`src/hdl/sktbl_pkg.sv`:
```
// shared types, codes and constants of the sorted key value table
package sktbl_pkg;

   localparam int DEFAULT_TABLE_DEPTH = 16;
   localparam int KEY_W = 32;
   localparam int DATA_W = 32;
   localparam int STATUS_W = 2;

   localparam logic CMD_INSERT = 1'b0;
   localparam logic CMD_SEARCH = 1'b1;

   localparam logic [STATUS_W-1:0] ST_OK = 2'd0;
   localparam logic [STATUS_W-1:0] ST_FULL = 2'd1;
   localparam logic [STATUS_W-1:0] ST_MISS = 2'd2;

   typedef struct packed {
      logic                     command;
      logic signed [KEY_W-1:0]  key;
      logic signed [DATA_W-1:0] write_data;
   } req_word_type;

   typedef struct packed {
      logic [STATUS_W-1:0]      status;
      logic signed [DATA_W-1:0] read_data;
   } rsp_word_type;

   // controller to datapath
   typedef struct packed {
      logic                load_item;
      logic                pos_load_count;
      logic                pos_clear;
      logic                pos_dec;
      logic                pos_inc;
      logic                mem_rd;
      logic                rd_prev;
      logic                mem_wr;
      logic                wr_new;
      logic                count_inc;
      logic                res_set;
      logic [STATUS_W-1:0] res_code;
      logic                load_rsp;
   } ctl_cmd_type;

   // datapath to controller
   typedef struct packed {
      logic is_search;
      logic full;
      logic pos_zero;
      logic pos_at_count;
      logic key_gt;
      logic key_lt;
      logic key_eq;
      logic out_busy;
   } dp_stat_type;

endpackage

```
`src/hdl/sktbl_datapath.sv`:
```
// datapath: entry memory, walk position, entry count and result registers
module sktbl_datapath #(
   parameter int TABLE_DEPTH = sktbl_pkg::DEFAULT_TABLE_DEPTH
) (
   input  logic                   clock,
   input  logic                   reset,
   input  sktbl_pkg::req_word_type req_word,
   input  sktbl_pkg::ctl_cmd_type  cmd,
   output sktbl_pkg::dp_stat_type  stat,
   output logic                   rsp_valid,
   input  logic                   rsp_stall,
   output sktbl_pkg::rsp_word_type rsp_word
);
   import sktbl_pkg::*;

   localparam int CNT_W = $clog2(TABLE_DEPTH + 1);
   localparam int IDX_W = (TABLE_DEPTH > 1) ? $clog2(TABLE_DEPTH) : 1;
   localparam int ENTRY_W = KEY_W + DATA_W;

   logic [ENTRY_W-1:0] mem [TABLE_DEPTH];

   req_word_type        item_ff;
   logic [CNT_W-1:0]    pos_ff, pos_in;
   logic [CNT_W-1:0]    count_ff, count_in;
   logic [ENTRY_W-1:0]  rd_word_ff;
   logic [CNT_W-1:0]    rd_pos;
   logic [IDX_W-1:0]    rd_idx, wr_idx;
   logic signed [KEY_W-1:0]  rd_key;
   logic signed [DATA_W-1:0] rd_data;
   logic [STATUS_W-1:0]      res_status_ff;
   logic signed [DATA_W-1:0] res_data_ff, res_data_in;
   logic                     rsp_valid_ff, rsp_valid_in;
   rsp_word_type             rsp_word_ff;

   assign rd_key = rd_word_ff[ENTRY_W-1:DATA_W];
   assign rd_data = rd_word_ff[DATA_W-1:0];
   assign rd_pos = cmd.rd_prev ? pos_ff - 1'b1 : pos_ff;
   assign rd_idx = rd_pos[IDX_W-1:0];
   assign wr_idx = pos_ff[IDX_W-1:0];

   always_comb begin
      pos_in = pos_ff;
      if (cmd.pos_load_count) begin
         pos_in = count_ff;
      end else if (cmd.pos_clear) begin
         pos_in = '0;
      end else if (cmd.pos_dec) begin
         pos_in = pos_ff - 1'b1;
      end else if (cmd.pos_inc) begin
         pos_in = pos_ff + 1'b1;
      end
   end

   assign count_in = cmd.count_inc ? count_ff + 1'b1 : count_ff;

   always_comb begin
      if (cmd.res_code == ST_MISS) begin
         res_data_in = '1;
      end else if (cmd.res_code == ST_OK && item_ff.command == CMD_SEARCH) begin
         res_data_in = rd_data;
      end else begin
         res_data_in = '0;
      end
   end

   always_comb begin
      rsp_valid_in = rsp_valid_ff;
      if (cmd.load_rsp) begin
         rsp_valid_in = 1'b1;
      end else if (!rsp_stall) begin
         rsp_valid_in = 1'b0;
      end
   end

   always_ff @(posedge clock) begin
      if (reset) begin
         count_ff <= '0;
         rsp_valid_ff <= 1'b0;
      end else begin
         count_ff <= count_in;
         rsp_valid_ff <= rsp_valid_in;
      end
   end

   always_ff @(posedge clock) begin
      pos_ff <= pos_in;
      if (cmd.load_item) begin
         item_ff <= req_word;
      end
      if (cmd.res_set) begin
         res_status_ff <= cmd.res_code;
         res_data_ff <= res_data_in;
      end
      if (cmd.load_rsp) begin
         rsp_word_ff.status <= res_status_ff;
         rsp_word_ff.read_data <= res_data_ff;
      end
   end

   // entry memory: key in the upper half, data in the lower half
   always_ff @(posedge clock) begin
      if (cmd.mem_wr) begin
         mem[wr_idx] <= cmd.wr_new ? {item_ff.key, item_ff.write_data} : rd_word_ff;
      end
      if (cmd.mem_rd) begin
         rd_word_ff <= mem[rd_idx];
      end
   end

   assign stat.is_search = (item_ff.command == CMD_SEARCH);
   assign stat.full = (count_ff == CNT_W'(TABLE_DEPTH));
   assign stat.pos_zero = (pos_ff == '0);
   assign stat.pos_at_count = (pos_ff == count_ff);
   assign stat.key_gt = (rd_key > item_ff.key);
   assign stat.key_lt = (rd_key < item_ff.key);
   assign stat.key_eq = (rd_key == item_ff.key);
   assign stat.out_busy = rsp_valid_ff && rsp_stall;

   assign rsp_valid = rsp_valid_ff;
   assign rsp_word = rsp_word_ff;

endmodule

```
`src/hdl/sktbl_control.sv`:
```
// controller: sequences insert shifts and search walks over the datapath
module sktbl_control (
   input  logic                  clock,
   input  logic                  reset,
   input  logic                  req_valid,
   output logic                  req_stall,
   output sktbl_pkg::ctl_cmd_type cmd,
   input  sktbl_pkg::dp_stat_type stat
);
   import sktbl_pkg::*;

   localparam logic [2:0] S_IDLE     = 3'd0;
   localparam logic [2:0] S_DECIDE   = 3'd1;
   localparam logic [2:0] S_INS_RD   = 3'd2;
   localparam logic [2:0] S_INS_CMP  = 3'd3;
   localparam logic [2:0] S_SRCH_RD  = 3'd4;
   localparam logic [2:0] S_SRCH_CMP = 3'd5;
   localparam logic [2:0] S_DONE     = 3'd6;

   logic [2:0] state_ff, state_in;

   always_comb begin
      state_in = state_ff;
      cmd = '0;
      cmd.res_code = ST_OK;
      unique case (state_ff)
         S_IDLE: begin
            if (req_valid) begin
               cmd.load_item = 1'b1;
               state_in = S_DECIDE;
            end
         end
         S_DECIDE: begin
            if (stat.is_search) begin
               cmd.pos_clear = 1'b1;
               state_in = S_SRCH_RD;
            end else if (stat.full) begin
               cmd.res_set = 1'b1;
               cmd.res_code = ST_FULL;
               state_in = S_DONE;
            end else begin
               cmd.pos_load_count = 1'b1;
               state_in = S_INS_RD;
            end
         end
         S_INS_RD: begin
            if (stat.pos_zero) begin
               cmd.mem_wr = 1'b1;
               cmd.wr_new = 1'b1;
               cmd.count_inc = 1'b1;
               cmd.res_set = 1'b1;
               state_in = S_DONE;
            end else begin
               cmd.mem_rd = 1'b1;
               cmd.rd_prev = 1'b1;
               state_in = S_INS_CMP;
            end
         end
         S_INS_CMP: begin
            cmd.mem_wr = 1'b1;
            if (stat.key_gt) begin
               // move the larger entry up one slot
               cmd.pos_dec = 1'b1;
               state_in = S_INS_RD;
            end else begin
               cmd.wr_new = 1'b1;
               cmd.count_inc = 1'b1;
               cmd.res_set = 1'b1;
               state_in = S_DONE;
            end
         end
         S_SRCH_RD: begin
            if (stat.pos_at_count) begin
               cmd.res_set = 1'b1;
               cmd.res_code = ST_MISS;
               state_in = S_DONE;
            end else begin
               cmd.mem_rd = 1'b1;
               state_in = S_SRCH_CMP;
            end
         end
         S_SRCH_CMP: begin
            if (stat.key_lt) begin
               cmd.pos_inc = 1'b1;
               state_in = S_SRCH_RD;
            end else begin
               cmd.res_set = 1'b1;
               cmd.res_code = stat.key_eq ? ST_OK : ST_MISS;
               state_in = S_DONE;
            end
         end
         S_DONE: begin
            if (!stat.out_busy) begin
               cmd.load_rsp = 1'b1;
               state_in = S_IDLE;
            end
         end
         default: begin
            state_in = S_IDLE;
         end
      endcase
   end

   always_ff @(posedge clock) begin
      if (reset) begin
         state_ff <= S_IDLE;
      end else begin
         state_ff <= state_in;
      end
   end

   assign req_stall = (state_ff != S_IDLE);

endmodule

```
`src/hdl/sorted_key_value_table.sv`:
```
// top level of the sorted key value table
//
//   channel | direction | handshake            | word
//   req     | in        | req_valid, req_stall | command, key, write_data
//   rsp     | out       | rsp_valid, rsp_stall | status, read_data
//
// each step of the walk is one read and compare of the single-port entry memory, and a
// walk covers at most the n entries in use. a search stops at the first key not below
// the searched key. reset empties the table by clearing the entry count; entries are
// never cleared. a stalled result holds in the output register; the next word is taken
// after it is loaded.
module sorted_key_value_table #(
   parameter int TABLE_DEPTH = sktbl_pkg::DEFAULT_TABLE_DEPTH
) (
   input  logic                   clock,
   input  logic                   reset,
   input  logic                   req_valid,
   output logic                   req_stall,
   input  sktbl_pkg::req_word_type req_word,
   output logic                   rsp_valid,
   input  logic                   rsp_stall,
   output sktbl_pkg::rsp_word_type rsp_word
);
   import sktbl_pkg::*;

   ctl_cmd_type cmd;
   dp_stat_type stat;

   sktbl_control u_control (
      .clock     (clock),
      .reset     (reset),
      .req_valid (req_valid),
      .req_stall (req_stall),
      .cmd       (cmd),
      .stat      (stat)
   );

   sktbl_datapath #(
      .TABLE_DEPTH (TABLE_DEPTH)
   ) u_datapath (
      .clock     (clock),
      .reset     (reset),
      .req_word  (req_word),
      .cmd       (cmd),
      .stat      (stat),
      .rsp_valid (rsp_valid),
      .rsp_stall (rsp_stall),
      .rsp_word  (rsp_word)
   );

endmodule

```
`config.mk`:
```
export PLATFORM = sky130hd
export DESIGN_NAME = sorted_key_value_table
export DESIGN_NICKNAME = d
export VERILOG_FILES = /design/src/hdl/sktbl_pkg.sv /design/src/hdl/sktbl_datapath.sv /design/src/hdl/sktbl_control.sv /design/src/hdl/sorted_key_value_table.sv
export SDC_FILE = /design/constraint.sdc
export NUM_CORES = 2
export LEC_CHECK = 0
export BUFFER_PORTS_ARGS = -buffer_cell sky130_fd_sc_hd__buf_2
export CORE_ASPECT_RATIO = 0.7
export CORE_MARGIN = 2
export CORE_UTILIZATION = 65
export DETAILED_ROUTE_END_ITERATION = 10
export PLACE_DENSITY = 0.82
export SYNTH_ARGS = -nofsm -noshare
export SYNTH_HDL_FRONTEND = slang
export SYNTH_SLANG_ARGS = --single-unit
```
`constraint.sdc`:
```
create_clock -name clock -period 11.7 [get_ports clock]
set_input_delay 0.585 -clock clock [delete_from_list [all_inputs] [get_ports clock]]
set_output_delay 0.585 -clock clock [all_outputs]
set_load 0.1 [all_outputs]
```
==> results.json <==
{
  "gp_congestion": 0.830,
  "drt_iter0_markers": 3264,
  "seq_area_frac_synth_pct": 77.4,
  "cts_hold_buffers": 0,
  "relSlewSlack_pct": 22.8,
  "fmax_mhz": 171,
  "cp_data_arrival_time_ns": 6.21,
  "cts-buffers-inserted": 106,
  "cts_setup_buffers": 0,
  "hpwlAfterDp_mm": 52.3,
  "grt_overflow_total": 0,
  "synth_edf_count": 1226,
  "synth-adder-area-share_pct": 0.994,
  "final.setup_skew_ns": 0.0317,
  "fp-row-count": 83,
  "grt_use_total_pct": 29.5,
  "synth_ff_type": "edfxtp_1",
  "via_count": 24200,
  "avgSynthCellArea_um2": 20.5,
  "synth_area_leaders": "edfxtp_1 77%, mux4_2 12%, nand2_1 1.7%",
  "yosysTopAreaCellShare_pct": 77.0,
  "initial_utilization_pct": 65.4,
  "outcome": "finished, final reports clean",
  "setup_viol": 0,
  "nNetsFinal": 2578,
  "hold_violations": 0,
  "ir_drop_uv": 299,
  "setup_tns_ns": 0,
  "ant_nets": 0,
  "portBuffers": 104,
  "maxCapViolations": 0,
  "layout_common_cells": "1226 x edfxtp_1, 256 x mux4_2, 215 x nand2_1, 108 x clkbuf_16, 104 x buf_2",
  "cp_max_fo": 166,
  "fill_cells": 3971,
  "regArea_um2": 37000,
  "powerDensity_nw_per_um2": 240,
  "synthesis.nets": 2445,
  "cts_buffer_depth": 3,
  "cts_resized": 0,
  "startpoint": "u_datapath.pos_ff[2]",
  "path_clk_slew_ns": 0.07,
  "synthSimpleGateAreaFrac_pct": 3.69,
  "grt_max_degree": 167,
  "wirelength_mm": 109,
  "core_um2": 73100,
  "ys_ff_latch": 1235,
  "tightest_slew_ns": 1.16,
  "synth_cells": 2338,
  "leakage_uw": 0.0171,
  "synth_xor_area_share_pct": 0.147,
  "setup_slack_ns": 5.87,
  "synth_top_family_by_area": "multiplexers",
  "htreeDepth": 3,
  "pre_cts_ws_ns": 6.14,
  "synth_cell_types": 52,
  "drc_errors": 0,
  "fin_crit_ns": 5.83,
  "synth_compound_area_share_pct": 2.62,
  "yosys_warnings": 0,
  "crit_required_ns": 12.08,
  "r2r-start": "u_datapath.pos_ff[2]",
  "fp.dieH_um": 231,
  "grt_pass1_wl_mm": 161,
  "dieArea_um2": 75800,
  "hold_start": "req_word[20]",
  "tritoncts": "built",
  "ios": 105,
  "syn_to_final_growth_pct": 10.8,
  "routedWlPerCell_um": 30.9,
  "synth_top_area_cell": "edfxtp_1",
  "final_common_cell": "edfxtp_1",
  "antenna_found_initial": 1,
  "drive_above_1_share_pct": 25.8,
  "clk_latency_ns": 0.68,
  "cts-root-buf": "clkbuf_16",
  "multi_input_area_um2": 10300,
  "finalCritPeriodShare_pct": 49.9,
  "async_flop_share_pct": 0,
  "dr.pass1.iters": 5,
  "viasPerCell": 6.84,
  "worstSetupEndpointType": "register",
  "clock_sinks": 1235,
  "r2r_slack_ns": 5.87,
  "rsz0062_at_grt": "false",
  "min_path_type": "primary input to register",
  "synthMuxAreaShare_pct": 13.7,
  "final-max-slew-violation-count": 0,
  "start_kind": "register",
  "worst-setup-path-type": "register to register",
  "first_global_vias": 24800,
  "die_w_um": 328,
  "syn_area_um2": 47800
}
registers in the layout, summed over array words and instances (netlist names):
| name | cells |
|---|---|
| u_datapath.rsp_word | 34 |
| u_datapath.rd_word_ff | 64 |
| u_datapath.rsp_valid | 1 |
| u_datapath.mem | 1024 |
| u_datapath.res_data_ff | 32 |
| u_datapath.res_status_ff | 2 |
| u_datapath.pos_ff | 5 |
| u_control.state_ff | 3 |
| u_datapath.count_ff | 5 |
| u_datapath.stat | 1 |
| u_datapath.item_ff | 64 |
Yosys cell counts, drive strengths merged, types with 4 or more instances:
cell and number:
inv 41, and2 66, xnor2 4, mux4 256
buf 61, nand3 12, nor3 12, nor2 32
a211o 4, a21oi 27, clkbuf 60, or2 4
ha 38, a31oi 64, nand4 11, mux2 67
dfxtp 9, a211oi 64, edfxtp 1226, nand2 216
o21ai 16, xor2 4, nand2b 8
cell families (layout without fill, tap and decap cells):
logic type,Yosys count,count (layout)
flops,1235,1235
buf+inv,163,384
xor+xnor,8,8
compound gates,189,189
fa+ha+maj,38,38
other cells,0,1
simple gates,381,381
mux,324,324
through the flow:
step,instance area (um2),power (uW),hold slack (ns),utilization (%),std cells
after floorplan,47800,8370,0.400,-,2338
after global placement,49600,9070,0.402,67.8,3340
after detailed placement,49600,9210,0.405,67.8,3340
after CTS,53000,12700,0.0536,72.5,3536
after global routing,53000,13200,0.0610,72.5,3536
final,53000,12700,0.0782,72.5,3537
path summary, 6_finish.rpt:
| check | end | depth (start not counted) |
|---|---|---|
| setup / recovery | u_datapath.rd_word_ff[17] | 10 |
| setup reg to reg | u_datapath.rd_word_ff[17] | 10 |
| hold / removal | u_datapath.item_ff[20] | 1 |
| hold reg to reg | u_datapath.rsp_word[14] | 0 |
power by group:
group          internal, uW  switching [uW]  leakage [uW]
Combinational          1470            2070       0.00433
Sequential             5540             139        0.0111
Clock                  1940            1560       0.00168
Total                  8940            3760        0.0171
critical path: stages (launching register included):
cell and delay (ns):
edfxtp_1 0.96, nor4b_2 0.26, nor3_1 0.79, nor2_1 0.20, a21oi_4 0.88, buf_4 0.52, buf_12 0.68, mux4_2 0.43
and2_1 0.17, a211oi_1 0.31, a31oi_1 0.09
area by class of cell:
type | count | share of cell area, %
multi-input cells | 940 | 19.5
inverters | 42 | 0.297
diodes | 1 | 0.00472
clock buffers | 127 | 5.23
clock inverters | 69 | 1.24
repair buffers | 146 | 1.65
flip-flops and latches | 1235 | 69.8
well taps | 977 | 2.31
metal layers:
metal	vias up	share of wire (%)	GRT usage (%)
met2	1597	50	48.1
met3	266	10	5.06
met1	12600	37	41.1
li1	9782	-	-
met5	-	0	0
met4	0	3.4	10.5
Note: power is estimated with default switching activity, not from simulation.
